$ cat config.mk
export PLATFORM = sky130hd
export DESIGN_NAME = double_ended_queue_unit
export DESIGN_NICKNAME = d
export VERILOG_FILES = /design/src/rtl/core/deq_pkg.sv /design/src/rtl/core/double_ended_queue_unit.sv /design/src/rtl/core/deq_ram.sv /design/src/rtl/core/deq_dp.sv /design/src/rtl/core/deq_ctrl.sv
export SDC_FILE = /design/constraint.sdc
export NUM_CORES = 1
export LEC_CHECK = 0
export BUFFER_PORTS_ARGS = -buffer_cell sky130_fd_sc_hd__buf_2
export CAP_MARGIN = 30
export CORE_UTILIZATION = 43
export CTS_CLUSTER_DIAMETER = 200
export DETAILED_ROUTE_END_ITERATION = 8
export PLACE_DENSITY_LB_ADDON = 0.12
export SYNTH_ARGS = -nofsm -noshare
export SYNTH_HDL_FRONTEND = slang
export SYNTH_SLANG_ARGS = --single-unit
$ cat constraint.sdc
create_clock -name clk -period 8.3 [get_ports clk]
set_clock_uncertainty 0.1 [all_clocks]
set_input_delay 0.83 -clock clk [delete_from_list [all_inputs] [get_ports clk]]
set_output_delay 0.83 -clock clk [all_outputs]
set_load 0.02 [all_outputs]
$ cat src/rtl/core/deq_pkg.sv
// Shared constants, command and status codes, and item types for the deque.
`timescale 1ns / 1ps

package deq_pkg;

    localparam int DEPTH  = 32;
    localparam int ADDR_W = $clog2(DEPTH);
    localparam int CNT_W  = $clog2(DEPTH + 1);
    localparam int DATA_W = 32;
    localparam int CMD_W  = 3;
    localparam int STAT_W = 2;
    localparam int OCC_W  = 6;

    localparam logic [CMD_W-1:0] CMD_PUSH_FRONT = 3'd0;
    localparam logic [CMD_W-1:0] CMD_POP_FRONT  = 3'd1;
    localparam logic [CMD_W-1:0] CMD_PUSH_BACK  = 3'd2;
    localparam logic [CMD_W-1:0] CMD_POP_BACK   = 3'd3;
    localparam logic [CMD_W-1:0] CMD_CLEAR      = 3'd4;
    localparam logic [CMD_W-1:0] CMD_DUMP       = 3'd5;

    localparam logic [STAT_W-1:0] STAT_OK    = 2'd0;
    localparam logic [STAT_W-1:0] STAT_EMPTY = 2'd1;
    localparam logic [STAT_W-1:0] STAT_FULL  = 2'd2;

    typedef struct packed {
        logic [CMD_W-1:0]         command;
        logic signed [DATA_W-1:0] value;
    } req_t;

    typedef struct packed {
        logic signed [DATA_W-1:0] value_out;
        logic [STAT_W-1:0]        status;
        logic [OCC_W-1:0]         occupancy;
        logic                     last;
    } rsp_t;

    // controller -> datapath
    typedef struct packed {
        logic              wr_front;
        logic              wr_back;
        logic              rd_front;
        logic              rd_back;
        logic              clear;
        logic              dump_first;
        logic              dump_next;
        logic              load_direct;
        logic              load_read;
        logic [STAT_W-1:0] stat;
        logic              last;
    } dp_cmd_t;

    // datapath -> controller
    typedef struct packed {
        logic full;
        logic empty;
        logic dump_last;
    } dp_stat_t;

endpackage

$ cat src/rtl/core/double_ended_queue_unit.sv
// Push, clear, empty pop or dump, and unused codes: result is registered and shown in the cycle after accept.
// Pop and every dump entry: read into the RAM's read register, then loaded into the result register.
// One item in flight at a time, with the single registered-read entry RAM: no new request
// is taken until the previous result, or a dump's last entry, has been taken.
// Reset (rst_n, async, active low) empties the queue; entry RAM contents are left as is.
`timescale 1ns / 1ps

module double_ended_queue_unit import deq_pkg::*; (
    input  logic clk,
    input  logic rst_n,
    input  logic req_valid,
    output logic req_stall,
    input  req_t req,
    output logic rsp_valid,
    input  logic rsp_stall,
    output rsp_t rsp
);

    dp_cmd_t  dp_cmd;
    dp_stat_t dp_stat;

    deq_ctrl u_ctrl (
        .clk       (clk),
        .rst_n     (rst_n),
        .req_valid (req_valid),
        .req_stall (req_stall),
        .command   (req.command),
        .rsp_valid (rsp_valid),
        .rsp_stall (rsp_stall),
        .stat      (dp_stat),
        .cmd       (dp_cmd)
    );

    deq_dp u_dp (
        .clk   (clk),
        .rst_n (rst_n),
        .req   (req),
        .cmd   (dp_cmd),
        .stat  (dp_stat),
        .rsp   (rsp)
    );

endmodule

$ cat src/rtl/core/deq_ram.sv
// Generic single-port-write, single-port-read RAM with registered read data.
`timescale 1ns / 1ps

module deq_ram #(
    parameter int WIDTH = 32,
    parameter int DEPTH = 32
) (
    input  logic                     clk,
    input  logic                     we,
    input  logic [$clog2(DEPTH)-1:0] waddr,
    input  logic [WIDTH-1:0]         wdata,
    input  logic                     re,
    input  logic [$clog2(DEPTH)-1:0] raddr,
    output logic [WIDTH-1:0]         rdata
);

    logic [WIDTH-1:0] mem_reg [DEPTH];
    logic [WIDTH-1:0] rdata_reg;

    always_ff @(posedge clk)
    begin
        if (we)
        begin
            mem_reg[waddr] <= wdata;
        end
        if (re)
        begin
            rdata_reg <= mem_reg[raddr];
        end
    end

    assign rdata = rdata_reg;

endmodule

$ cat src/rtl/core/deq_dp.sv
// Deque datapath: front ring pointer, entry count, dump index, entry RAM, result register.
`timescale 1ns / 1ps

module deq_dp import deq_pkg::*; (
    input  logic     clk,
    input  logic     rst_n,
    input  req_t     req,
    input  dp_cmd_t  cmd,
    output dp_stat_t stat,
    output rsp_t     rsp
);

    logic [ADDR_W-1:0] front_reg, front_next;
    logic [CNT_W-1:0]  count_reg, count_next;
    logic [ADDR_W-1:0] idx_reg, idx_next;

    logic signed [DATA_W-1:0] value_reg;
    logic [STAT_W-1:0]        status_reg;
    logic                     last_reg;

    logic [ADDR_W-1:0] front_dec;
    logic [ADDR_W-1:0] front_inc;
    logic [ADDR_W-1:0] idx_inc;
    logic [ADDR_W-1:0] addr;
    logic              ram_we;
    logic              ram_re;
    logic [DATA_W-1:0] ram_rdata;

    // (front + offset) mod DEPTH; the sum always stays below 2 * DEPTH
    function automatic logic [ADDR_W-1:0] slot_of(input logic [ADDR_W-1:0] base,
                                                  input logic [CNT_W-1:0]  offset);
        logic [ADDR_W:0] sum;
        sum = {1'b0, base} + (ADDR_W+1)'(offset);
        if (sum >= (ADDR_W+1)'(DEPTH))
        begin
            sum = sum - (ADDR_W+1)'(DEPTH);
        end
        return sum[ADDR_W-1:0];
    endfunction

    assign front_dec = (front_reg == '0) ? ADDR_W'(DEPTH - 1) : front_reg - 1'b1;
    assign front_inc = slot_of(front_reg, CNT_W'(1));
    assign idx_inc   = idx_reg + 1'b1;

    assign stat.full      = (count_reg == CNT_W'(DEPTH));
    assign stat.empty     = (count_reg == '0);
    assign stat.dump_last = ((CNT_W'(idx_reg) + CNT_W'(1)) == count_reg);

    always_comb
    begin
        if (cmd.wr_front)
        begin
            addr = front_dec;
        end
        else if (cmd.wr_back)
        begin
            addr = slot_of(front_reg, count_reg);
        end
        else if (cmd.rd_back)
        begin
            addr = slot_of(front_reg, count_reg - 1'b1);
        end
        else if (cmd.dump_next)
        begin
            addr = slot_of(front_reg, CNT_W'(idx_inc));
        end
        else
        begin
            addr = front_reg;
        end
    end

    assign ram_we = cmd.wr_front | cmd.wr_back;
    assign ram_re = cmd.rd_front | cmd.rd_back | cmd.dump_first | cmd.dump_next;

    deq_ram #(
        .WIDTH (DATA_W),
        .DEPTH (DEPTH)
    ) u_ram (
        .clk   (clk),
        .we    (ram_we),
        .waddr (addr),
        .wdata (req.value),
        .re    (ram_re),
        .raddr (addr),
        .rdata (ram_rdata)
    );

    always_comb
    begin
        front_next = front_reg;
        count_next = count_reg;
        idx_next   = idx_reg;
        if (cmd.wr_front)
        begin
            front_next = front_dec;
            count_next = count_reg + 1'b1;
        end
        if (cmd.wr_back)
        begin
            count_next = count_reg + 1'b1;
        end
        if (cmd.rd_front)
        begin
            front_next = front_inc;
            count_next = count_reg - 1'b1;
        end
        if (cmd.rd_back)
        begin
            count_next = count_reg - 1'b1;
        end
        if (cmd.clear)
        begin
            front_next = '0;
            count_next = '0;
        end
        if (cmd.dump_first)
        begin
            idx_next = '0;
        end
        if (cmd.dump_next)
        begin
            idx_next = idx_inc;
        end
    end

    always_ff @(posedge clk or negedge rst_n)
    begin
        if (!rst_n)
        begin
            front_reg <= '0;
            count_reg <= '0;
            idx_reg   <= '0;
        end
        else
        begin
            front_reg <= front_next;
            count_reg <= count_next;
            idx_reg   <= idx_next;
        end
    end

    always_ff @(posedge clk)
    begin
        if (cmd.load_direct)
        begin
            value_reg  <= '0;
            status_reg <= cmd.stat;
            last_reg   <= 1'b1;
        end
        else if (cmd.load_read)
        begin
            value_reg  <= ram_rdata;
            status_reg <= STAT_OK;
            last_reg   <= cmd.last;
        end
    end

    // occupancy comes straight from the count, which holds while a result waits
    assign rsp.value_out = value_reg;
    assign rsp.status    = status_reg;
    assign rsp.occupancy = OCC_W'(count_reg);
    assign rsp.last      = last_reg;

endmodule

$ cat src/rtl/core/deq_ctrl.sv
// Deque controller: command decode and sequencing of reads, results and dumps.
`timescale 1ns / 1ps

module deq_ctrl import deq_pkg::*; (
    input  logic             clk,
    input  logic             rst_n,
    input  logic             req_valid,
    output logic             req_stall,
    input  logic [CMD_W-1:0] command,
    output logic             rsp_valid,
    input  logic             rsp_stall,
    input  dp_stat_t         stat,
    output dp_cmd_t          cmd
);

    localparam logic [1:0] S_IDLE = 2'd0;
    localparam logic [1:0] S_WAIT = 2'd1;
    localparam logic [1:0] S_OUT  = 2'd2;

    logic [1:0] state_reg, state_next;
    logic       dump_reg, dump_next;

    always_comb
    begin
        cmd        = '0;
        state_next = state_reg;
        dump_next  = dump_reg;
        unique case (state_reg)
            S_IDLE:
            begin
                if (req_valid)
                begin
                    unique case (command) inside
                        CMD_PUSH_FRONT, CMD_PUSH_BACK:
                        begin
                            cmd.load_direct = 1'b1;
                            state_next      = S_OUT;
                            if (stat.full)
                            begin
                                cmd.stat = STAT_FULL;
                            end
                            else
                            begin
                                cmd.stat     = STAT_OK;
                                cmd.wr_front = (command == CMD_PUSH_FRONT);
                                cmd.wr_back  = (command == CMD_PUSH_BACK);
                            end
                        end
                        CMD_POP_FRONT, CMD_POP_BACK:
                        begin
                            if (stat.empty)
                            begin
                                cmd.load_direct = 1'b1;
                                cmd.stat        = STAT_EMPTY;
                                state_next      = S_OUT;
                            end
                            else
                            begin
                                cmd.rd_front = (command == CMD_POP_FRONT);
                                cmd.rd_back  = (command == CMD_POP_BACK);
                                state_next   = S_WAIT;
                            end
                        end
                        CMD_CLEAR:
                        begin
                            cmd.load_direct = 1'b1;
                            state_next      = S_OUT;
                            if (stat.empty)
                            begin
                                cmd.stat = STAT_EMPTY;
                            end
                            else
                            begin
                                cmd.stat  = STAT_OK;
                                cmd.clear = 1'b1;
                            end
                        end
                        CMD_DUMP:
                        begin
                            if (stat.empty)
                            begin
                                cmd.load_direct = 1'b1;
                                cmd.stat        = STAT_EMPTY;
                                state_next      = S_OUT;
                            end
                            else
                            begin
                                cmd.dump_first = 1'b1;
                                dump_next      = 1'b1;
                                state_next     = S_WAIT;
                            end
                        end
                        default:
                        begin
                            cmd.load_direct = 1'b1;
                            cmd.stat        = STAT_OK;
                            state_next      = S_OUT;
                        end
                    endcase
                end
            end
            S_WAIT:
            begin
                // RAM data is valid now
                cmd.load_read = 1'b1;
                cmd.last      = dump_reg ? stat.dump_last : 1'b1;
                state_next    = S_OUT;
            end
            S_OUT:
            begin
                if (!rsp_stall)
                begin
                    if (dump_reg && !stat.dump_last)
                    begin
                        cmd.dump_next = 1'b1;
                        state_next    = S_WAIT;
                    end
                    else
                    begin
                        dump_next  = 1'b0;
                        state_next = S_IDLE;
                    end
                end
            end
            default:
            begin
                dump_next  = 1'b0;
                state_next = S_IDLE;
            end
        endcase
    end

    always_ff @(posedge clk or negedge rst_n)
    begin
        if (!rst_n)
        begin
            state_reg <= S_IDLE;
            dump_reg  <= 1'b0;
        end
        else
        begin
            state_reg <= state_next;
            dump_reg  <= dump_next;
        end
    end

    assign req_stall = (state_reg != S_IDLE);
    assign rsp_valid = (state_reg == S_OUT);

endmodule

==> summary.md <==
| Metric | Value |
|---|---|
| Unique masters post-synth | 62 |
| DRC | 0 |
| Wire length per cell | 31.55 um |
| Reg-to-reg endpoint | u_dp.u_ram.rdata[3]$_DFFE_PP_ |
| Kind of critical path | flop to flop |
| CTS root buf | clkbuf_16 |
| Ranking of synthesized cells by area | edfxtp_1 75%, mux4_2 14%, a22oi_1 2.3%, dfxtp_1 1.6%, dfrtp_1 1.1% |
| Design area | 0.04870 mm^2 |
| Final period util | 68.36% |
| Yosys warns | 0 |
| P_leak | 15.46 nW |
| Reg clk slew, reported paths | roughly 60 ps |
| Final min period | 5674 ps |
| Mapped Cells | between 1,500 and 2,000 |
| HPWL after DPL | slightly above 60,000 um |
| Worst r2r src | u_dp.front_reg[1]$_DFFE_PN0P_ |
| All-layer global routing usage | between 20% and 30% |
| Diodes inserted | 0 |
| Post_cts resized | 0 |
| Worst slew pin tran | 987.2 ps |
| FP Rows | 115 |
| Setup TNS | 0 ps |
| Seq cells post-synth | 1,110 |
| Die height | about 320 um |
| Total grt overflow | 0 |
| Synth Cell Area | 0.04256 mm^2 |
| Setup Viol. Count Final | 0 |
| Num CTS Buffers | 113 |
| Share of the yosys chip area belonging to registers | 77.32% |
| Initial DRC Count | 2,407 |
| H-tree depth | 3 |
| Buffers on Ports | 81 |
| Yosys top cell area share | 74.65% |
| CP Launch Type | flop |
| Synth Flop Type | edfxtp_1 |
| Max reg flops | 1,024 |
| FF-to-FF setup slack | 2630 ps |
| Most frequent cell after synthesis | edfxtp_1 |
| Area growth syn-to-layout | 14.41% |
| IO Count | 82 |
| Drt first pass iters | 5 |
| EDFF count, synth | 1,058 |
| Synthesized Nets | 2,012 |
| Hold depth | 3 |
| P per Cell Area | 363.5 mW/mm^2 |
| RSZ-0062 raised after global routing | false |
| CTS tree | built |
| Syn Area/Cell | about 22 um^2 |
| Max_cap viols | 0 |
| Die Area | about 0.1 mm^2 |
| CP arrival | 5940 ps |
| Worst VDD drop | between 0.0004 and 0.0005 V |
| CP required | 8570 ps |
| Vias | 20,770 |
| Routed Antenna Nets | 0 |
| Hold path endpoint | u_ctrl.state_reg[1]$_DFFE_PN0P_ |
| Global-route wire length before repair | 157,900 um |
| Largest fanout on the critical path | between 100 and 150 |
| Worst reg2reg path depth | 13 |
| Fillers | 7,853 |
| Hold Vio Cnt, Final | 0 |
| Sinks on Clock Net | approximately 1,100 |
| DP Area | 0.04495 mm^2 |
| Rel. slew slack | about a third |
| Max Fclk | 176.2 MHz |
| Vias/cell | 5.947 |
| Share of layout cells above drive strength 1 | 28.79% |
| CP Capture Type | flop |
| Yosys top cell by area | edfxtp_1 |
| Vias in the first global route | roughly 21,000 |
| Core area | 0.09828 mm^2 |
| Async SR Flop Fraction | 1.712% |
| HP Class | primary input to flop |
| Count of pins over their slew limit | 0 |
| Hold Startpoint | rsp_stall |
| Die width | approximately 320 um |
| Largest net degree at the start of global routing | between 100 and 150 |
| GP Congestion | 0.7938 |
| Starting Density | 43.31% |
| Outcome | completed |
| Antenna violations before repair | 3 |
| Latest clock arrival within the worst-skew pair | between 600 and 700 ps |
| Clock tree buffer depth | 3 |
| Routed wire length | between 100,000 and 150,000 um |
| Top cells by count, synth | 1,058 x edfxtp_1, 256 x mux4_2, 132 x a22oi_1 |
| Nets | 2,170 |
==> through the flow <==
step | total power, mW | std cells | worst slack [ps] | utilization, % | hold WS [ps]
4_1_cts | 17.90 | 3493 | 2614 | 49.55 | 252.9
6_report | 17.70 | 3493 | 2626 | 49.55 | 304.0
3_5_place_dp | 12.79 | 3282 | 2629 | 45.74 | 341.7
3_3_place_gp | 12.78 | 3275 | 2597 | 45.58 | 332.8
5_1_grt | 18.44 | 3493 | 2416 | 49.55 | 303.3
2_1_floorplan | 10.94 | 1953 | 3281 | - | 323.7
==> final cells by class <==
type / count / area, um^2 / share of cell area, %
clock buffers: 148 / 3102 / 6.370
clock inverters: 62 / 631.9 / 1.298
inverters: 25 / 93.84 / 0.1927
multi-input cells: 714 / 9288 / 19.07
flip-flops and latches: 1110 / 32910 / 67.58
well taps: 1287 / 1610 / 3.307
repair buffers: 147 / 1064 / 2.184
==> metal layers <==
layer  vias to the layer above  GRT usage (%)  routed length (um)
li1                       8633              -                   -
met1                     11230          32.90               48270
met2                       768          35.11               52120
met3                       141          4.277                7602
met4                         4          5.223                2195
met5                         -              0                  20
==> worst max path at each step <==
stage                                       start                                   end  slack (ps)  depth (start not counted)
floorplan                                 req[34]   u_dp.u_ram.mem_reg[18][0]$_DFFE_PP_        3280                         10
global placement                          req[34]  u_dp.u_ram.mem_reg[23][11]$_DFFE_PP_        2600                         11
detailed placement  u_dp.front_reg[1]$_DFFE_PN0P_         u_dp.u_ram.rdata[3]$_DFFE_PP_        2630                         13
CTS                 u_dp.front_reg[1]$_DFFE_PN0P_         u_dp.u_ram.rdata[3]$_DFFE_PP_        2610                         13
global route        u_dp.front_reg[1]$_DFFE_PN0P_         u_dp.u_ram.rdata[3]$_DFFE_PP_        2420                         13
finish              u_dp.front_reg[1]$_DFFE_PN0P_         u_dp.u_ram.rdata[3]$_DFFE_PP_        2630                         13
==> report_power, final <==
group / internal (mW) / total [mW] / switching [mW]
sequential: 6.50 / 6.69 / 0.193
clock: 2.99 / 5.11 / 2.11
combinational: 2.53 / 5.91 / 3.37
==> critical path, cell delays in order, from the launching register on <==
cell	delay [ps]
dfrtp_1	570
inv_1	210
ha_1	260
nor3b_1	440
nand2b_1	170
nand2_1	150
o21ai_1	260
a31o_2	330
a211oi_4	320
buf_12	550
buf_4	720
mux4_2	410
a22oi_1	360
nand4_1	230
==> layout by cell type (no fill, tap or decap), types with 17 or more instances in the layout <==
cell type,instances
a22o_1,32
a22oi_1,132
buf_2,81
buf_4,54
clkbuf_1,23
clkbuf_16,115
clkinv_2,27
dfrtp_1,19
dfxtp_1,33
edfxtp_1,1058
ha_1,17
inv_1,19
mux4_2,256
nand2_1,31
nand4_1,33
nor2_1,18
nor2_4,33
xnor2_1,18
==> kinds of logic after synthesis <==
kind of cell / share of synthesized area, %
compound gates: 4.154
xor+xnor: 0.6497
fa+ha+maj: 0.6409
buf+inv: 1.567
flops: 77.32
mux: 13.62
simple gates: 2.052
==> timing repair <==
action	CTS	global route
endpoints found under the hold margin	5	0
hold buffers	1	0
buffers inserted	0	0
Note: power is estimated with default switching activity, not from simulation.
